===== src/rtl/mbsp_pkg.sv =====
// Package for the MIDI byte stream parser: transaction payload types, control struct,
// status byte constants and the message length function.
// No dependencies.
`timescale 1ns / 1ps

package mbsp_pkg;

    localparam int TIME_W = 63;

    typedef struct packed {
        logic [7:0]        midi_byte;
        logic [TIME_W-1:0] time_ns;
    } in_item_t;

    typedef struct packed {
        logic [7:0]        msg_status;
        logic [6:0]        msg_data1;
        logic [6:0]        msg_data2;
        logic [TIME_W-1:0] msg_time_ns;
    } out_item_t;

    typedef struct packed {
        logic consume;
        logic emit;
    } core_ctrl_t;

    localparam logic [7:0] REALTIME_FIRST = 8'hF8;
    localparam logic [7:0] SYSEX_START    = 8'hF0;
    localparam logic [7:0] SYSEX_END      = 8'hF7;
    localparam logic [7:0] SYSTEM_FIRST   = 8'hF0;
    localparam logic [7:0] MTC_QUARTER    = 8'hF1;
    localparam logic [7:0] SONG_POSITION  = 8'hF2;
    localparam logic [7:0] SONG_SELECT    = 8'hF3;
    localparam logic [7:0] NO_STATUS      = 8'h00;
    localparam logic [3:0] HI_PROGRAM     = 4'hC;
    localparam logic [3:0] HI_PRESSURE    = 4'hD;

    localparam logic [1:0] CNT_EMPTY = 2'd0;
    localparam logic [1:0] CNT_ONE   = 2'd1;
    localparam logic [1:0] CNT_TWO   = 2'd2;
    localparam logic [1:0] CNT_THREE = 2'd3;

    function automatic logic [1:0] msg_length(input logic [7:0] st);
        logic [1:0] len;
        len = CNT_ONE;
        if (!st[7]) begin
            len = CNT_EMPTY;
        end else if (st < SYSTEM_FIRST) begin
            len = (st[7:4] == HI_PROGRAM || st[7:4] == HI_PRESSURE) ? CNT_TWO : CNT_THREE;
        end else if (st == MTC_QUARTER || st == SONG_SELECT) begin
            len = CNT_TWO;
        end else if (st == SONG_POSITION) begin
            len = CNT_THREE;
        end
        return len;
    endfunction

endpackage


===== src/rtl/mbsp_core.sv =====
// Parser state and per-byte decode: SysEx skipping, running status and message assembly.
// Depends on mbsp_pkg.
`timescale 1ns / 1ps

module mbsp_core (
    input  logic                 aclk,
    input  logic                 aresetn,
    input  logic                 item_valid,
    input  mbsp_pkg::in_item_t   item,
    input  logic                 out_free,
    output mbsp_pkg::core_ctrl_t ctrl,
    output mbsp_pkg::out_item_t  result
);

    logic       in_sysex_reg, in_sysex_next;
    logic [7:0] running_reg, running_next;
    logic [7:0] pend_status_reg, pend_status_next;
    logic [6:0] pend_first_reg, pend_first_next;
    logic [1:0] pend_count_reg, pend_count_next;

    logic [7:0] b;
    logic [7:0] work_status;
    logic [6:0] work_first;
    logic [6:0] work_last;
    logic [1:0] work_count;
    logic [1:0] need;
    logic       msg_live;
    logic       emit;

    assign b = item.midi_byte;

    always_comb begin
        in_sysex_next    = in_sysex_reg;
        running_next     = running_reg;
        pend_status_next = pend_status_reg;
        pend_first_next  = pend_first_reg;
        pend_count_next  = pend_count_reg;
        work_status      = pend_status_reg;
        work_first       = pend_first_reg;
        work_last        = 7'd0;
        work_count       = pend_count_reg;
        msg_live         = 1'b1;
        need             = mbsp_pkg::CNT_ONE;
        emit             = 1'b0;
        result.msg_status  = b;
        result.msg_data1   = 7'd0;
        result.msg_data2   = 7'd0;
        result.msg_time_ns = item.time_ns;

        if (b >= mbsp_pkg::REALTIME_FIRST) begin
            emit = 1'b1;
        end else if (in_sysex_reg) begin
            if (b == mbsp_pkg::SYSEX_END) begin
                in_sysex_next = 1'b0;
            end
        end else if (b == mbsp_pkg::SYSEX_START) begin
            in_sysex_next   = 1'b1;
            pend_count_next = mbsp_pkg::CNT_EMPTY;
            running_next    = mbsp_pkg::NO_STATUS;
        end else begin
            if (b[7]) begin
                work_status  = b;
                work_count   = mbsp_pkg::CNT_ONE;
                running_next = (b < mbsp_pkg::SYSTEM_FIRST) ? b : mbsp_pkg::NO_STATUS;
            end else if (pend_count_reg == mbsp_pkg::CNT_EMPTY
                         && running_reg == mbsp_pkg::NO_STATUS) begin
                msg_live = 1'b0;
            end else begin
                if (pend_count_reg == mbsp_pkg::CNT_EMPTY) begin
                    work_status = running_reg;
                    work_count  = mbsp_pkg::CNT_ONE;
                end
                if (work_count == mbsp_pkg::CNT_ONE) begin
                    work_first = b[6:0];
                    work_count = mbsp_pkg::CNT_TWO;
                end else begin
                    work_last  = b[6:0];
                    work_count = mbsp_pkg::CNT_THREE;
                end
            end
            need = mbsp_pkg::msg_length(work_status);
            if (msg_live) begin
                pend_status_next = work_status;
                pend_first_next  = work_first;
                if (need != mbsp_pkg::CNT_EMPTY && work_count >= need) begin
                    emit              = 1'b1;
                    pend_count_next   = mbsp_pkg::CNT_EMPTY;
                    result.msg_status = work_status;
                    result.msg_data1  = (need > mbsp_pkg::CNT_ONE) ? work_first : 7'd0;
                    result.msg_data2  = (need > mbsp_pkg::CNT_TWO) ? work_last : 7'd0;
                end else begin
                    pend_count_next = work_count;
                end
            end
        end
    end

    assign ctrl.emit    = item_valid && emit;
    assign ctrl.consume = item_valid && (!emit || out_free);

    always_ff @(posedge aclk) begin
        if (!aresetn) begin
            in_sysex_reg    <= 1'b0;
            running_reg     <= mbsp_pkg::NO_STATUS;
            pend_status_reg <= 8'd0;
            pend_first_reg  <= 7'd0;
            pend_count_reg  <= mbsp_pkg::CNT_EMPTY;
        end else if (ctrl.consume) begin
            in_sysex_reg    <= in_sysex_next;
            running_reg     <= running_next;
            pend_status_reg <= pend_status_next;
            pend_first_reg  <= pend_first_next;
            pend_count_reg  <= pend_count_next;
        end
    end

    // Running status only ever holds a channel status or nothing.
    a_running_channel: assert property (@(posedge aclk) disable iff (!aresetn)
        running_reg == mbsp_pkg::NO_STATUS
        || (running_reg[7] && running_reg < mbsp_pkg::SYSTEM_FIRST))
        else $error("running status holds a non-channel value");

    // A complete message never stays pending.
    a_count_bound: assert property (@(posedge aclk) disable iff (!aresetn)
        pend_count_reg != mbsp_pkg::CNT_THREE)
        else $error("pending count reached three");

    // Inside SysEx only real-time bytes produce messages.
    a_sysex_quiet: assert property (@(posedge aclk) disable iff (!aresetn)
        (in_sysex_reg && ctrl.emit) |-> b >= mbsp_pkg::REALTIME_FIRST)
        else $error("message emitted from SysEx content");

    // Every emitted message carries a status byte.
    a_emit_status: assert property (@(posedge aclk) disable iff (!aresetn)
        ctrl.emit |-> result.msg_status[7])
        else $error("emitted message lacks a status byte");

    // State only moves when the held byte is consumed.
    a_state_hold: assert property (@(posedge aclk) disable iff (!aresetn)
        !ctrl.consume |=> $stable(pend_count_reg) && $stable(in_sysex_reg))
        else $error("parser state changed without a consumed byte");

endmodule


===== src/rtl/midi_byte_stream_parser.sv =====
// Top level of the MIDI byte stream parser: input register, decode core and result register.
// Depends on mbsp_pkg and mbsp_core.
`timescale 1ns / 1ps

// Usage: the s_ channel carries one received MIDI byte and its arrival time per
// transaction. The m_ channel carries a completed short message: status, two data
// bytes (zero where the message is shorter) and the time of the byte that finished it.
// Real-time bytes come out at once as one-byte messages, even inside SysEx; SysEx
// content is dropped, as are stray data bytes with no status to attach to.
// Each input byte gives zero or one message. A message passes through the input
// register and then the result register before it can be taken from m_. One byte
// is taken every cycle while no byte waits on an occupied result register, since
// the decode is a single pass of logic between those two registers. When the
// receiver stalls, the result register holds its message; bytes that give no message
// keep flowing, and the input register fills and drops s_ready only once a byte
// needs the occupied result register. Reset clears running status, SysEx mode, any
// partly received message and the valid flags of both registers.

module midi_byte_stream_parser (
    input  logic                aclk,
    input  logic                aresetn,
    input  logic                s_valid,
    output logic                s_ready,
    input  mbsp_pkg::in_item_t  s_data,
    output logic                m_valid,
    input  logic                m_ready,
    output mbsp_pkg::out_item_t m_data
);

    logic                 in_valid_reg;
    mbsp_pkg::in_item_t   in_item_reg;
    logic                 out_valid_reg;
    mbsp_pkg::out_item_t  out_item_reg;
    logic                 out_free;
    mbsp_pkg::core_ctrl_t ctrl;
    mbsp_pkg::out_item_t  result;

    assign out_free = !out_valid_reg || m_ready;
    assign s_ready  = !in_valid_reg || ctrl.consume;

    mbsp_core u_core (
        .aclk       (aclk),
        .aresetn    (aresetn),
        .item_valid (in_valid_reg),
        .item       (in_item_reg),
        .out_free   (out_free),
        .ctrl       (ctrl),
        .result     (result)
    );

    always_ff @(posedge aclk) begin
        if (!aresetn) begin
            in_valid_reg <= 1'b0;
        end else if (s_ready) begin
            in_valid_reg <= s_valid;
        end
    end

    always_ff @(posedge aclk) begin
        if (s_valid && s_ready) begin
            in_item_reg <= s_data;
        end
    end

    always_ff @(posedge aclk) begin
        if (!aresetn) begin
            out_valid_reg <= 1'b0;
        end else if (out_free) begin
            out_valid_reg <= ctrl.emit && ctrl.consume;
        end
    end

    always_ff @(posedge aclk) begin
        if (ctrl.emit && ctrl.consume) begin
            out_item_reg <= result;
        end
    end

    assign m_valid = out_valid_reg;
    assign m_data  = out_item_reg;

    // A message is never written over one still waiting for the receiver.
    a_no_overwrite: assert property (@(posedge aclk) disable iff (!aresetn)
        (out_valid_reg && !m_ready) |-> !(ctrl.emit && ctrl.consume))
        else $error("result register overwritten while stalled");

    // A stalled message stays on m_ unchanged.
    a_out_hold: assert property (@(posedge aclk) disable iff (!aresetn)
        (m_valid && !m_ready) |=> (m_valid && $stable(m_data)))
        else $error("stalled message changed or dropped");

    // A held byte that is not consumed stays in the input register.
    a_in_hold: assert property (@(posedge aclk) disable iff (!aresetn)
        (in_valid_reg && !ctrl.consume) |=> (in_valid_reg && $stable(in_item_reg)))
        else $error("held input byte changed or dropped");

endmodule


===== config.mk =====
export PLATFORM = sky130hd
export DESIGN_NAME = midi_byte_stream_parser
export DESIGN_NICKNAME = d
export VERILOG_FILES = /design/src/rtl/mbsp_pkg.sv /design/src/rtl/mbsp_core.sv /design/src/rtl/midi_byte_stream_parser.sv
export SDC_FILE = /design/constraint.sdc
export NUM_CORES = 1
export LEC_CHECK = 0
export BUFFER_PORTS_ARGS = -buffer_cell sky130_fd_sc_hd__buf_2
export CORE_MARGIN = 3
export CORE_UTILIZATION = 57
export CTS_CLUSTER_DIAMETER = 200
export DETAILED_ROUTE_END_ITERATION = 12
export HOLD_SLACK_MARGIN = 0.1
export PLACE_DENSITY = 0.84
export SLEW_MARGIN = 10
export SYNTH_ARGS = -nofsm -noshare
export SYNTH_HDL_FRONTEND = slang
export SYNTH_SLANG_ARGS = --single-unit

===== constraint.sdc =====
create_clock -name aclk -period 15.8 [get_ports aclk]
set_clock_uncertainty 0.05 [all_clocks]
set_input_delay 1.58 -clock aclk [delete_from_list [all_inputs] [get_ports aclk]]
set_output_delay 1.58 -clock aclk [all_outputs]
set_load 0.005 [all_outputs]

==> flow_summary.rst, run 1 <==
.. list-table::
   :header-rows: 1

   * - Metric
     - Value
   * - Site Rows
     - 39
   * - Least-Margin Pin Slew
     - 1.15 ns
   * - Ys async rst share
     - 0%
   * - Hold Slack
     - about 0.36 ns
   * - Overall die height
     - around 110 microns
   * - Final Hold Vio Count
     - 0
   * - Total of warnings raised by yosys
     - 0
   * - Final Critical Period
     - ~6.3 ns
   * - Critical Path Sink Type
     - output port
   * - Number of search-and-repair iterations in the first detailed-routing pass
     - 5
   * - Total inserted antenna cells
     - 0
   * - Wire length of the first global-routing pass
     - 21.2 mm
   * - Detailed Place HPWL
     - about 9.8 mm
   * - Number of antenna violations at the first check in global routing
     - 1
   * - Critical Path Fanout Max
     - 26
   * - Average via count per standard cell
     - 5.58
   * - Vias
     - 4123
   * - Count of flip-flops with a built-in enable after synthesis
     - 156
   * - Setup crit start kind
     - register
   * - Post-CTS setup-driven buffer insertion count
     - 0
   * - Core footprint
     - 11500 sq um
   * - Number of maximum-capacitance constraint violations
     - 0
   * - Primary flip-flop cell chosen by synthesis mapping
     - sky130_fd_sc_hd__edfxtp_1
   * - Share of final-layout standard cells stronger than drive strength 1
     - a little over a third
   * - Wire length reported by the detailed router
     - between 10 and 15 mm
   * - Number of flip-flops under the largest register name
     - 85
   * - # DRC
     - 0
   * - Drt first-iter violations
     - approximately 470
   * - Total standard cell area after synthesis
     - between 6000 and 7000 sq um
   * - Distinct cells, synth
     - 56
   * - Number of buffer cells added on primary ports
     - roughly 160
   * - Status
     - complete, no violations
   * - Layout overhead on the synthesized area
     - 22.9%
   * - Number of cells after detailed placement
     - just over 700
   * - Total clock buffers created by CTS
     - 17
   * - Die footprint
     - between 10000 and 15000 sq um
   * - Number of nets produced by synthesis
     - between 400 and 500
   * - Min setup slack post-route
     - around 9.5 ns
   * - Class of the most critical setup path
     - register to output port
   * - Total negative slack for setup checks
     - 0 ns
   * - Pin count of the biggest net entering global routing
     - 86
   * - Count of final setup violators
     - 0
   * - Maximum clock frequency
     - ~160 MHz
   * - Clock input transition at the sequential cells of the worst setup and hold paths
     - 0.07 ns
   * - Required time of the critical path
     - roughly 14 ns
   * - Seq/Total Area, Yosys
     - roughly 80%
   * - Worst slew margin
     - 23.1%
   * - # clock sinks
     - roughly 180
   * - Worst endpoint data arrival time
     - around 4.6 ns
   * - Count of boundary I/O pins
     - between 150 and 200
   * - Via count of the first global-routing pass
     - slightly below 4000
   * - CTS max path bufs
     - 2
   * - Detailed-route wire length per cell
     - 19.0 microns
   * - Flop and latch count out of synthesis
     - about 180
   * - Die width
     - 115 microns
   * - Sequential cell area
     - around 5200 sq um
   * - HP Class
     - register to register
   * - Global-route congestion overflow total
     - 0
   * - RSZ-0062 raised after global routing
     - false
   * - Final cell utilization of the core
     - 72.1%
   * - Last weighted congestion value of the routability-driven placer
     - 1.01
   * - Power density over the cells
     - 127 nW/um^2
   * - Static leakage
     - ~0.0033 uW
   * - Mapped Avg Cell Area
     - between 15 and 20 sq um
   * - Top library cells by usage in the layout, fill and taps aside
     - sky130_fd_sc_hd__buf_2 (161), sky130_fd_sc_hd__edfxtp_1 (156), sky130_fd_sc_hd__nand2_1 (54), sky130_fd_sc_hd__mux2i_1 (31), sky130_fd_sc_hd__dfxtp_1 (28)
   * - Finished Layout Cells
     - 739
   * - Detail Route Antenna Nets
     - 0
   * - Setup WS pre-CTS
     - ~10 ns
   * - Gate count of the mapped netlist
     - a little over 400
   * - Clk Latency, worst-skew pair
     - about 0.42 ns
   * - Post-CTS Hold Buffers
     - 0
   * - Initial standard-cell utilization of the core
     - roughly 60%
   * - Total of fill cells in the finished design
     - approximately 680
   * - Max-slew violation count
     - 0
   * - Gates resized, CTS repair
     - 0
   * - Area of the multi-input gates
     - 1400 sq um
   * - CTS H-tree depth
     - 4
   * - Fin nets
     - 659
   * - Final worst-path cycle share
     - roughly 40%
   * - Peak ir drop on the vdd network
     - ~0.13 mV
   * - Most common cell after layout, fill and taps aside
     - sky130_fd_sc_hd__buf_2
   * - Clock root buffer
     - sky130_fd_sc_hd__clkbuf_16
   * - Clock tree from TritonCTS
     - done
   * - GR Util All Layers
     - 21.5%
==> per-stage QoR <==
step | cell area, sq um | total power (uW)
2_1_floorplan | 6730 | 616
3_5_place_dp | 7680 | 644
4_1_cts | 8260 | 1050
3_3_place_gp | 7680 | 641
6_report | 8260 | 1050
5_1_grt | 8260 | 1080
==> critical path, cell delays in order, from the launching register on <==
cell	delay, ns
sky130_fd_sc_hd__edfxtp_1	1.01
sky130_fd_sc_hd__inv_1	0.35
sky130_fd_sc_hd__o211a_4	0.28
sky130_fd_sc_hd__a221oi_1	0.35
sky130_fd_sc_hd__nor2_1	0.11
sky130_fd_sc_hd__a31oi_1	0.25
sky130_fd_sc_hd__ha_1	0.17
sky130_fd_sc_hd__nor2b_1	0.05
sky130_fd_sc_hd__or3_1	0.35
sky130_fd_sc_hd__a211o_4	0.37
sky130_fd_sc_hd__and2_4	0.21
sky130_fd_sc_hd__o21ai_0	0.42
sky130_fd_sc_hd__nand3_1	0.12
sky130_fd_sc_hd__buf_2	0.16
==> synthesized netlist by cell type (3+ instances only) <==
master | instances | area, sq um
sky130_fd_sc_hd__nor3_1 | 5 | 25.0
sky130_fd_sc_hd__inv_1 | 11 | 41.3
sky130_fd_sc_hd__o211ai_1 | 3 | 22.5
sky130_fd_sc_hd__nand2b_1 | 4 | 25.0
sky130_fd_sc_hd__a21oi_1 | 9 | 45.0
sky130_fd_sc_hd__and3_1 | 3 | 18.8
sky130_fd_sc_hd__and2_1 | 8 | 50.1
sky130_fd_sc_hd__a211oi_1 | 4 | 30.0
sky130_fd_sc_hd__mux2i_1 | 31 | 310
sky130_fd_sc_hd__o21ai_0 | 7 | 35.0
sky130_fd_sc_hd__dfxtp_1 | 28 | 561
sky130_fd_sc_hd__nand2_1 | 54 | 203
sky130_fd_sc_hd__edfxtp_1 | 156 | 4680
sky130_fd_sc_hd__nand3_1 | 9 | 45.0
sky130_fd_sc_hd__clkbuf_1 | 11 | 41.3
sky130_fd_sc_hd__nor2_1 | 19 | 71.3
==> cell type report <==
class / instances / area share, %
tap: 143 / 2.17
clock buffer: 17 / 5.15
sequential: 184 / 63.5
inverter: 11 / 0.500
multi-input combinational: 206 / 16.9
timing repair buffer: 163 / 9.93
clock inverter: 15 / 1.88
==> routing by layer <==
metal | vias up | share of wire, % | track usage, %
li1 | 1910 | - | -
met1 | 1950 | 39 | 28.0
met2 | 239 | 50 | 35.7
met3 | 22 | 9.6 | 5.66
met4 | 2 | 1.3 | 6.57
met5 | - | 0.092 | 0
==> cells by family after synthesis <==
kind of cell	Yosys count	synth area share, %
AO/OA/AOI/OAI	54	7.11
adder cells (fa/ha/maj)	1	0.186
buffers and inverters	25	1.53
flip-flops	184	78.0
multiplexers	33	4.95
AND/OR/NAND/NOR	118	8.24
==> report_power, final <==
part / leakage, uW / total [uW] / internal (uW) / switching (uW)
Sequential: 0.00169 / 565 / 552 / 13.5
Combinational: 0.00130 / 69.2 / 28.7 / 40.5
Clock: 0.000286 / 412 / 224 / 188
Total: 0.00327 / 1050 / 805 / 242
==> final timing paths <==
kind                            cells past startpoint                       from  slack [ns]                  endpoint
worst max register to register                     14  in_item_reg[70]$_DFFE_PP_       10.18  in_item_reg[2]$_DFFE_PP_
worst max-delay path                               13  in_item_reg[70]$_DFFE_PP_        9.53                   s_ready
worst min-delay path                                0   in_item_reg[2]$_DFFE_PP_        0.36       m_data[2]$_DFFE_PP_
worst min register to register                      0   in_item_reg[2]$_DFFE_PP_        0.36       m_data[2]$_DFFE_PP_
Note: power is estimated with default switching activity, not from simulation.
==> inputs of run 2 (changes only) <==
--- a/config.mk
+++ b/config.mk
@@ -5,13 +5,14 @@
 export SDC_FILE = /design/constraint.sdc
 export NUM_CORES = 1
 export LEC_CHECK = 0
+export ABC_AREA = 1
 export BUFFER_PORTS_ARGS = -buffer_cell sky130_fd_sc_hd__buf_2
 export CORE_MARGIN = 3
-export CORE_UTILIZATION = 57
+export CORE_UTILIZATION = 53
 export CTS_CLUSTER_DIAMETER = 200
 export DETAILED_ROUTE_END_ITERATION = 12
 export HOLD_SLACK_MARGIN = 0.1
-export PLACE_DENSITY = 0.84
+export PLACE_DENSITY = 0.79
 export SLEW_MARGIN = 10
 export SYNTH_ARGS = -nofsm -noshare
 export SYNTH_HDL_FRONTEND = slang
==> constraint.sdc (replaced) <==
create_clock -name aclk -period 6 [get_ports aclk]
set_clock_uncertainty 0.05 [all_clocks]
set_input_delay 0.6 -clock aclk [delete_from_list [all_inputs] [get_ports aclk]]
set_output_delay 0.6 -clock aclk [all_outputs]
set_load 0.005 [all_outputs]
==> run 2 against run 1 <==
Hold slack lost 0.077 ns; sequential share of layout area fell by 0.58 points; utilization decreased by 4.0 points; critical endpoint is now m_data[37]$_DFFE_PP_; largest cell class unchanged.
==> flow_summary.rst, run 2 <==
.. list-table::
   :header-rows: 1

   * - Metric
     - Value
   * - Average via count per standard cell
     - 5.10 (was 5.58)
   * - Class of the most critical setup path
     - register to register (was register to output port)
   * - Count of flip-flops with a built-in enable after synthesis
     - 156 (unchanged)
   * - Vias
     - 4408 (was 4123)
   * - Share of final-layout standard cells stronger than drive strength 1
     - 32.6% (was 35.9%)
   * - Total of fill cells in the finished design
     - 851 (was 684)
   * - Wire length reported by the detailed router
     - 14.5 mm (was 14.1 mm)
   * - Area contributors post-synth
     - sky130_fd_sc_hd__edfxtp_1 (69%), sky130_fd_sc_hd__dfxtp_1 (8.3%), sky130_fd_sc_hd__nand2_1 (4.9%) (was sky130_fd_sc_hd__edfxtp_1 (70%), sky130_fd_sc_hd__dfxtp_1 (8.3%), sky130_fd_sc_hd__mux2i_1 (4.6%))
   * - Dominant cell type by count on the critical path
     - sky130_fd_sc_hd__nand2_1
   * - Area share of the largest cell type after synthesis
     - 69.2% (was 69.7%)
   * - Cell taking the most area after synthesis
     - sky130_fd_sc_hd__edfxtp_1 (unchanged)
   * - Peak ir drop on the vdd network
     - 0.224 mV (was 0.133 mV)
   * - Final worst-path cycle share
     - approximately three quarters
   * - Detailed-route wire length per cell
     - 16.8 microns (was 19.0 microns)
   * - Flop and latch count out of synthesis
     - 184 (unchanged)
   * - Total clock buffers created by CTS
     - 17 (unchanged)
   * - Primary flip-flop cell chosen by synthesis mapping
     - sky130_fd_sc_hd__edfxtp_1 (unchanged)
   * - Fin nets
     - 759 (was 659)
   * - CTS H-tree depth
     - 4 (unchanged)
   * - Number of buffer cells added on primary ports
     - 161 (unchanged)
   * - Most frequent cell after synthesis
     - sky130_fd_sc_hd__edfxtp_1 (unchanged)
   * - Critical Path Sink Type
     - register (was output port)
   * - Cell at the slowest stage of the critical path
     - sky130_fd_sc_hd__clkinv_2 (was sky130_fd_sc_hd__edfxtp_1)
   * - Via count of the first global-routing pass
     - 4380 (was 3937)
   * - Setup crit start kind
     - register (unchanged)
   * - Post-CTS Hold Buffers
     - 0 (unchanged)
   * - Total standard cell area after synthesis
     - 6770 sq um (was 6730 sq um)
   * - GR Util All Layers
     - 21.5% (about the same)
   * - Number of maximum-capacitance constraint violations
     - 0 (unchanged)
   * - Static leakage
     - 0.00339 uW (was 0.00327 uW)
   * - Mapped Avg Cell Area
     - 13.3 sq um (was 16.2 sq um)
   * - Required time of the critical path
     - 6.07 ns (was 14.17 ns)
   * - Longest individual stage delay on the worst path
     - 0.77 ns (was 1.01 ns)
   * - Wire length of the first global-routing pass
     - 23.0 mm (was 21.2 mm)
   * - Die width
     - 119 microns (was 115 microns)
   * - Detailed Place HPWL
     - 10.5 mm (was 9.76 mm)
   * - # clock sinks
     - 184 (unchanged)
   * - Global-route congestion overflow total
     - 0 (unchanged)
   * - Least-Margin Pin Slew
     - 1.10 ns (was 1.15 ns)
   * - Hold Slack
     - 0.287 ns (was 0.363 ns)
   * - Clock input transition at the sequential cells of the worst setup and hold paths
     - 0.07 ns (about the same)
   * - Top library cells by usage in the layout, fill and taps aside
     - sky130_fd_sc_hd__buf_2 (161), sky130_fd_sc_hd__edfxtp_1 (156), sky130_fd_sc_hd__nand2_1 (88), sky130_fd_sc_hd__nor2_1 (67), sky130_fd_sc_hd__inv_1 (45) (was sky130_fd_sc_hd__buf_2 (161), sky130_fd_sc_hd__edfxtp_1 (156), sky130_fd_sc_hd__nand2_1 (54), sky130_fd_sc_hd__mux2i_1 (31), sky130_fd_sc_hd__dfxtp_1 (28))
   * - Final Critical Period
     - between 4 and 5 ns
   * - Pin count of the biggest net entering global routing
     - 70 (was 86)
   * - Count of boundary I/O pins
     - 162 (unchanged)
   * - Met3 Usage GRT
     - 7.45% (was 5.66%)
   * - Detail Route Antenna Nets
     - 0 (unchanged)
   * - Total negative slack for setup checks
     - 0 ns (unchanged)
   * - Family of cells with the greatest summed delay on the critical path
     - buffers and inverters (was compound AO/OA/AOI/OAI gates)
   * - Overall die height
     - 119 microns (was 115 microns)
   * - Number of antenna violations at the first check in global routing
     - 1 (unchanged)
   * - Clk Latency, worst-skew pair
     - 0.43 ns (was 0.42 ns)
   * - Met2 usage in global routing
     - 34.5% (was 35.7%)
   * - Number of nets produced by synthesis
     - 585 (was 491)
   * - Met1 track demand over resource
     - 26.6% (was 28.0%)
   * - Layout overhead on the synthesized area
     - 23.1% (was 22.9%)
   * - Clock tree from TritonCTS
     - done (unchanged)
   * - Post-synth top cells
     - sky130_fd_sc_hd__edfxtp_1 (156), sky130_fd_sc_hd__nand2_1 (88), sky130_fd_sc_hd__nor2_1 (67) (was sky130_fd_sc_hd__edfxtp_1 (156), sky130_fd_sc_hd__nand2_1 (54), sky130_fd_sc_hd__mux2i_1 (31))
   * - Total of warnings raised by yosys
     - 0 (unchanged)
   * - Maximum clock frequency
     - between 200 and 250 MHz
   * - Initial standard-cell utilization of the core
     - 55.2% (was 58.6%)
   * - Gate count of the mapped netlist
     - 509 (was 415)
   * - Power density over the cells
     - 330 nW/um^2 (was 127 nW/um^2)
   * - HP Class
     - input pin to register (was register to register)
   * - Ys async rst share
     - 0% (unchanged)
   * - CTS max path bufs
     - 2 (unchanged)
   * - Count of final setup violators
     - 0 (unchanged)
   * - Final Hold Vio Count
     - 0 (unchanged)
   * - # DRC
     - 0 (unchanged)
   * - Drt first-iter violations
     - 299 (was 467)
   * - Most common cell after layout, fill and taps aside
     - sky130_fd_sc_hd__buf_2 (unchanged)
   * - Last weighted congestion value of the routability-driven placer
     - 0.928 (was 1.01)
   * - Die footprint
     - 14200 sq um (was 13100 sq um)
   * - Number of search-and-repair iterations in the first detailed-routing pass
     - 5 (unchanged)
   * - Number of flip-flops under the largest register name
     - 85 (unchanged)
   * - Gates resized, CTS repair
     - 0 (unchanged)
   * - Total inserted antenna cells
     - 0 (unchanged)
   * - Site Rows
     - 40 (was 39)
   * - Worst slew margin
     - 26.4% (was 23.1%)
   * - CP cell instances
     - inv_2 > nand3_1 > nand2_1 > nand2_1 > nor2_4 > nand3_1 > o211ai_1 > inv_1 > ha_1 > nor2_1 > nand2_1 > nand3_1 > nand2_2 > nand3_2 > nand2_4 > a21oi_4 > nand2_1 > clkinv_2 > buf_4 (was inv_1 > o211a_4 > a221oi_1 > nor2_1 > a31oi_1 > ha_1 > nor2b_1 > or3_1 > a211o_4 > and2_4 > o21ai_0 > nand3_1 > buf_2)
   * - Max-slew violation count
     - 0 (unchanged)
   * - Global-route layer with the greatest usage
     - met2 (unchanged)
   * - RSZ-0062 raised after global routing
     - false (unchanged)
   * - Clock root buffer
     - sky130_fd_sc_hd__clkbuf_16 (unchanged)
   * - Worst endpoint data arrival time
     - 4.54 ns (was 4.64 ns)
   * - Worst Path Buf+Inv
     - 4 (was 2)
   * - Post-CTS setup-driven buffer insertion count
     - 0 (unchanged)
   * - Distinct cells, synth
     - 33 (was 56)
   * - Seq/Total Area, Yosys
     - 77.4% (was 78.0%)
   * - Status
     - complete, no violations (unchanged)
   * - Critical Path Fanout Max
     - 69 (was 26)
   * - Core footprint
     - 12300 sq um (was 11500 sq um)
==> run 2: cell count changes after synthesis, sizes merged, moves of 13 or more <==
cell,change
a21oi,+13
inv,+44
mux2i,-31
nand2,+41
nand3,+18
nor2,+53
o21ai,+20
==> run 2: path summary, 6_finish.rpt <==
check	from	to	slack [ns]	cells past startpoint
worst max-delay path	in_item_reg[70]$_DFFE_PP_	m_data[37]$_DFFE_PP_	1.52	19
worst min-delay path	s_data[41]	in_item_reg[41]$_DFFE_PP_	0.29	1
worst max register to register	in_item_reg[70]$_DFFE_PP_	m_data[37]$_DFFE_PP_	1.52	19
worst min register to register	in_item_reg[22]$_DFFE_PP_	m_data[22]$_DFFE_PP_	0.36	0
==> run 2: metal layers <==
layer | vias to the layer above | part of all wire (%) | wire length, microns
met5 | - | 0.090 | 13
met4 | 2 | 2.4 | 342
met3 | 32 | 9.1 | 1320
met2 | 201 | 48 | 7010
met1 | 2074 | 40 | 5810
li1 | 2099 | - | -
==> run 2: power by group <==
group / internal [uW] / total, uW / switching, uW
Combinational: 62.6 / 194 / 132
Sequential: 1440 / 1460 / 21.5
Clock: 592 / 1090 / 502
==> run 2: cell type report <==
type,count,area [sq um],share of cell area [%]
Tap cell,168,210,2.52
Inverter,56,211,2.54
Clock inverter,14,158,1.89
Sequential cell,184,5250,62.9
Timing Repair Buffer,163,821,9.84
Clock buffer,18,429,5.15
Multi-Input combinational cell,261,1270,15.2
==> run 2: metrics by stage <==
step | power [uW] | setup slack (ns) | util (%) | area (sq um) | instances
floorplan | 1610 | 1.61 | - | 6770 | 509
global route | 2850 | 1.03 | 68.0 | 8340 | 864
CTS | 2770 | 1.51 | 68.0 | 8340 | 864
finish | 2750 | 1.52 | 68.0 | 8340 | 864
detailed placement | 1680 | 1.57 | 63.2 | 7750 | 832
global placement | 1670 | 1.73 | 63.2 | 7750 | 832
==> run 2: kinds of logic (layout without fill, tap and decap cells) <==
family	after synthesis	after routing	synth area share, %
simple gates	203	203	13.7
flops	184	184	77.4
buf+inv	64	251	3.88
compound gates	57	57	4.78
fa+ha+maj	1	1	0.185
==> run 2: worst reg2reg max path, stage by stage (launching register included) <==
cell and delay (ns):
sky130_fd_sc_hd__edfxtp_1 0.60, sky130_fd_sc_hd__inv_2 0.27, sky130_fd_sc_hd__nand3_1 0.11, sky130_fd_sc_hd__nand2_1 0.13
sky130_fd_sc_hd__nand2_1 0.11, sky130_fd_sc_hd__nor2_4 0.12, sky130_fd_sc_hd__nand3_1 0.08, sky130_fd_sc_hd__o211ai_1 0.09
sky130_fd_sc_hd__inv_1 0.09, sky130_fd_sc_hd__ha_1 0.29, sky130_fd_sc_hd__nor2_1 0.18, sky130_fd_sc_hd__nand2_1 0.07
sky130_fd_sc_hd__nand3_1 0.09, sky130_fd_sc_hd__nand2_2 0.09, sky130_fd_sc_hd__nand3_2 0.08, sky130_fd_sc_hd__nand2_4 0.08
sky130_fd_sc_hd__a21oi_4 0.33, sky130_fd_sc_hd__nand2_1 0.12, sky130_fd_sc_hd__clkinv_2 0.77, sky130_fd_sc_hd__buf_4 0.41
==> inputs of run 3 (changes only) <==
--- a/config.mk
+++ b/config.mk
@@ -8,11 +8,11 @@
 export ABC_AREA = 1
 export BUFFER_PORTS_ARGS = -buffer_cell sky130_fd_sc_hd__buf_2
 export CORE_MARGIN = 3
-export CORE_UTILIZATION = 53
+export CORE_UTILIZATION = 48
 export CTS_CLUSTER_DIAMETER = 200
 export DETAILED_ROUTE_END_ITERATION = 12
 export HOLD_SLACK_MARGIN = 0.1
-export PLACE_DENSITY = 0.79
+export PLACE_DENSITY = 0.76
 export SLEW_MARGIN = 10
 export SYNTH_ARGS = -nofsm -noshare
 export SYNTH_HDL_FRONTEND = slang
==> constraint.sdc (replaced) <==
create_clock -name aclk -period 3.6 [get_ports aclk]
set_clock_uncertainty 0.05 [all_clocks]
set_input_delay 0.36 -clock aclk [delete_from_list [all_inputs] [get_ports aclk]]
set_output_delay 0.36 -clock aclk [all_outputs]
set_load 0.005 [all_outputs]
==> run 3 against run 2 <==
Die area up 9.9%; sequential share of layout area down 6.1 points; flip-flop and latch count unchanged; power up 70%; critical path depth up 2; final area up 11%; sequential power up 66%; clock power up 67%; final cell count up 11%; global-route usage up 0.24 points; combinational power up 110%; utilization up 0.42 points; critical path type is now register to output port.
==> flow_summary.rst, run 3 (synthesis results as in run 2) <==
.. list-table::
   :header-rows: 1

   * - Metric
     - Value
   * - Status
     - complete, no violations (unchanged)
   * - Power density over the cells
     - 505 nW/um^2 (was 330 nW/um^2)
   * - Wire length reported by the detailed router
     - 16.6 mm (was 14.5 mm)
   * - Share of final-layout standard cells stronger than drive strength 1
     - 32.5% (was 32.6%)
   * - Number of buffer cells added on primary ports
     - 161 (unchanged)
   * - Max-slew violation count
     - 0 (unchanged)
   * - Cell at the slowest stage of the critical path
     - sky130_fd_sc_hd__dfxtp_2 (was sky130_fd_sc_hd__clkinv_2)
   * - Critical Path Sink Type
     - output port (was register)
   * - Total inserted antenna cells
     - 0 (unchanged)
   * - Overall die height
     - 125 microns (was 119 microns)
   * - Global-route congestion overflow total
     - 0 (unchanged)
   * - CP cell instances
     - nor2_4 > inv_2 > nor2_1 > a21oi_1 > nand2_1 > nand2_1 > nand2_2 > nand2_1 > nor2_4 > nand3_1 > o211ai_1 > inv_1 > ha_1 > nor2_1 > nor2_1 > nand3_2 > nand2_4 > nand3_2 > nand2_4 > nand3_2 > buf_2 (was inv_2 > nand3_1 > nand2_1 > nand2_1 > nor2_4 > nand3_1 > o211ai_1 > inv_1 > ha_1 > nor2_1 > nand2_1 > nand3_1 > nand2_2 > nand3_2 > nand2_4 > a21oi_4 > nand2_1 > clkinv_2 > buf_4)
   * - Min setup slack post-route
     - 0.173 ns (was 1.52 ns)
   * - Number of antenna violations at the first check in global routing
     - 0 (was 1)
   * - GR Util All Layers
     - 21.7% (was 21.5%)
   * - Class of the most critical setup path
     - register to output port (was register to register)
   * - Count of boundary I/O pins
     - 162 (unchanged)
   * - Fin nets
     - 842 (was 759)
   * - Longest individual stage delay on the worst path
     - 0.35 ns (was 0.77 ns)
   * - Cell area after layout
     - 9240 sq um (was 8340 sq um)
   * - Clock tree from TritonCTS
     - done (unchanged)
   * - Detailed-route wire length per cell
     - 17.4 microns (was 16.8 microns)
   * - Last weighted congestion value of the routability-driven placer
     - 0.948 (was 0.928)
   * - Total negative slack for setup checks
     - 0 ns (unchanged)
   * - Wire length of the first global-routing pass
     - 26.0 mm (was 23.0 mm)
   * - Core footprint
     - 13500 sq um (was 12300 sq um)
   * - Number of maximum-capacitance constraint violations
     - 0 (unchanged)
   * - Die footprint
     - 15600 sq um (was 14200 sq um)
   * - Least-Margin Pin Slew
     - 0.925 ns (was 1.10 ns)
   * - Setup WS pre-CTS
     - 0.210 ns (was 1.57 ns)
   * - Vias
     - 4787 (was 4408)
   * - Count of final setup violators
     - 0 (unchanged)
   * - Most common cell after layout, fill and taps aside
     - sky130_fd_sc_hd__buf_2 (unchanged)
   * - Number of search-and-repair iterations in the first detailed-routing pass
     - 5 (unchanged)
   * - Critical Path Fanout Max
     - 7 (was 69)
   * - Final worst-path cycle share
     - a little over nine tenths
   * - Die width
     - 125 microns (was 119 microns)
   * - Met2 usage in global routing
     - 37.2% (was 34.5%)
   * - Clock input transition at the sequential cells of the worst setup and hold paths
     - 0.07 ns (about the same)
   * - Total clock buffers created by CTS
     - 17 (unchanged)
   * - Final cell utilization of the core
     - 68.4% (was 68.0%)
   * - Global-route layer with the greatest usage
     - met2 (unchanged)
   * - CTS max path bufs
     - 2 (unchanged)
   * - Peak ir drop on the vdd network
     - 0.414 mV (was 0.224 mV)
   * - CTS H-tree depth
     - 4 (unchanged)
   * - Via count of the first global-routing pass
     - 4851 (was 4380)
   * - # DRC
     - 0 (unchanged)
   * - Site Rows
     - 42 (was 40)
   * - Final Critical Period
     - 3.43 ns
   * - Worst endpoint data arrival time
     - 3.02 ns (was 4.54 ns)
   * - Average via count per standard cell
     - 5.01 (was 5.10)
   * - Worst slew margin
     - 38.1% (was 26.4%)
   * - # clock sinks
     - 184 (unchanged)
   * - Required time of the critical path
     - 3.19 ns (was 6.07 ns)
   * - Met1 track demand over resource
     - 25.8% (was 26.6%)
   * - Clk Latency, worst-skew pair
     - 0.42 ns (was 0.43 ns)
   * - Detail Route Antenna Nets
     - 0 (unchanged)
   * - Setup crit start kind
     - register (unchanged)
   * - Clock root buffer
     - sky130_fd_sc_hd__clkbuf_16 (unchanged)
   * - Top library cells by usage in the layout, fill and taps aside
     - sky130_fd_sc_hd__buf_2 (161), sky130_fd_sc_hd__edfxtp_1 (156), sky130_fd_sc_hd__nand2_1 (82), sky130_fd_sc_hd__dlygate4sd3_1 (71), sky130_fd_sc_hd__nor2_1 (65) (was sky130_fd_sc_hd__buf_2 (161), sky130_fd_sc_hd__edfxtp_1 (156), sky130_fd_sc_hd__nand2_1 (88), sky130_fd_sc_hd__nor2_1 (67), sky130_fd_sc_hd__inv_1 (45))
   * - Layout overhead on the synthesized area
     - 36.5% (was 23.1%)
   * - Initial standard-cell utilization of the core
     - 50.2% (was 55.2%)
   * - Maximum clock frequency
     - between 200 and 300 MHz
   * - Pin count of the biggest net entering global routing
     - 65 (was 70)
   * - Final Hold Vio Count
     - 0 (unchanged)
   * - Detailed Place HPWL
     - 10.6 mm (was 10.5 mm)
   * - Area post-placement
     - 7870 sq um (was 7750 sq um)
   * - HP Class
     - input pin to register (unchanged)
   * - Number of flip-flops under the largest register name
     - 85 (unchanged)
   * - Drt first-iter violations
     - 359 (was 299)
   * - Met3 Usage GRT
     - 6.00% (was 7.45%)
   * - Static leakage
     - 0.00376 uW (was 0.00339 uW)
[run 3: layout make-up]
type                            instances  area [sq um]
Sequential cell                       184          5250
Fill cell                             930          4260
Timing Repair Buffer                  246          1660
Multi-Input combinational cell        261          1310
Clock buffer                           17           425
Tap cell                              176           220
Inverter                               56           218
Clock inverter                         15           163
[run 3: critical path, delay by kind of cell, from the launching register on]
| family | cells | cell delay [ns] |
|---|---|---|
| flip-flops | 1 | 0.35 |
| adder cells (fa/ha/maj) | 1 | 0.27 |
| buffers and inverters | 3 | 0.33 |
| AO/OA/AOI/OAI | 2 | 0.14 |
| AND/OR/NAND/NOR | 15 | 1.51 |
[run 3: repair_timing]
action                     4_1_cts  5_1_grt
hold endpoints to repair        71        0
setup buffers                    0        5
hold buffers                    71        0
resized for setup                0       14
setup endpoints to repair        0      167
[run 3: through the flow]
step	cells	hold slack [ns]	total power, uW
CTS	950	0.183	4650
floorplan	509	0.350	2680
finish	955	0.185	4670
global placement	847	0.350	2800
global route	955	0.192	4830
detailed placement	847	0.355	2810
[run 3: report_power, final]
group          total (uW)  internal, uW  switching (uW)  leakage [uW]
Sequential           2430          2400            34.5       0.00172
Clock                1820           981             842      0.000284
Combinational         416           172             244       0.00176
Total                4670          3550            1120       0.00376
[run 3: worst paths after layout]
| check | startpoint | end | slack, ns | cells past startpoint |
|---|---|---|---|---|
| worst min register to register | in_item_reg[51]$_DFFE_PP_ | m_data[51]$_DFFE_PP_ | 0.37 | 0 |
| worst max-delay path | u_core.pend_count_reg[1]$_SDFFE_PN0P_ | s_ready | 0.17 | 21 |
| worst max register to register | u_core.pend_count_reg[1]$_SDFFE_PN0P_ | u_core.pend_first_reg[6]$_SDFFE_PN0P_ | 0.24 | 26 |
| worst min-delay path | s_valid | in_valid_reg$_SDFFE_PN0P_ | 0.18 | 3 |
[run 3: metal layers]
metal,vias up,wire [microns]
li1,2268,-
met1,2270,6590
met2,215,8470
met3,34,1190
met4,0,396
met5,-,0
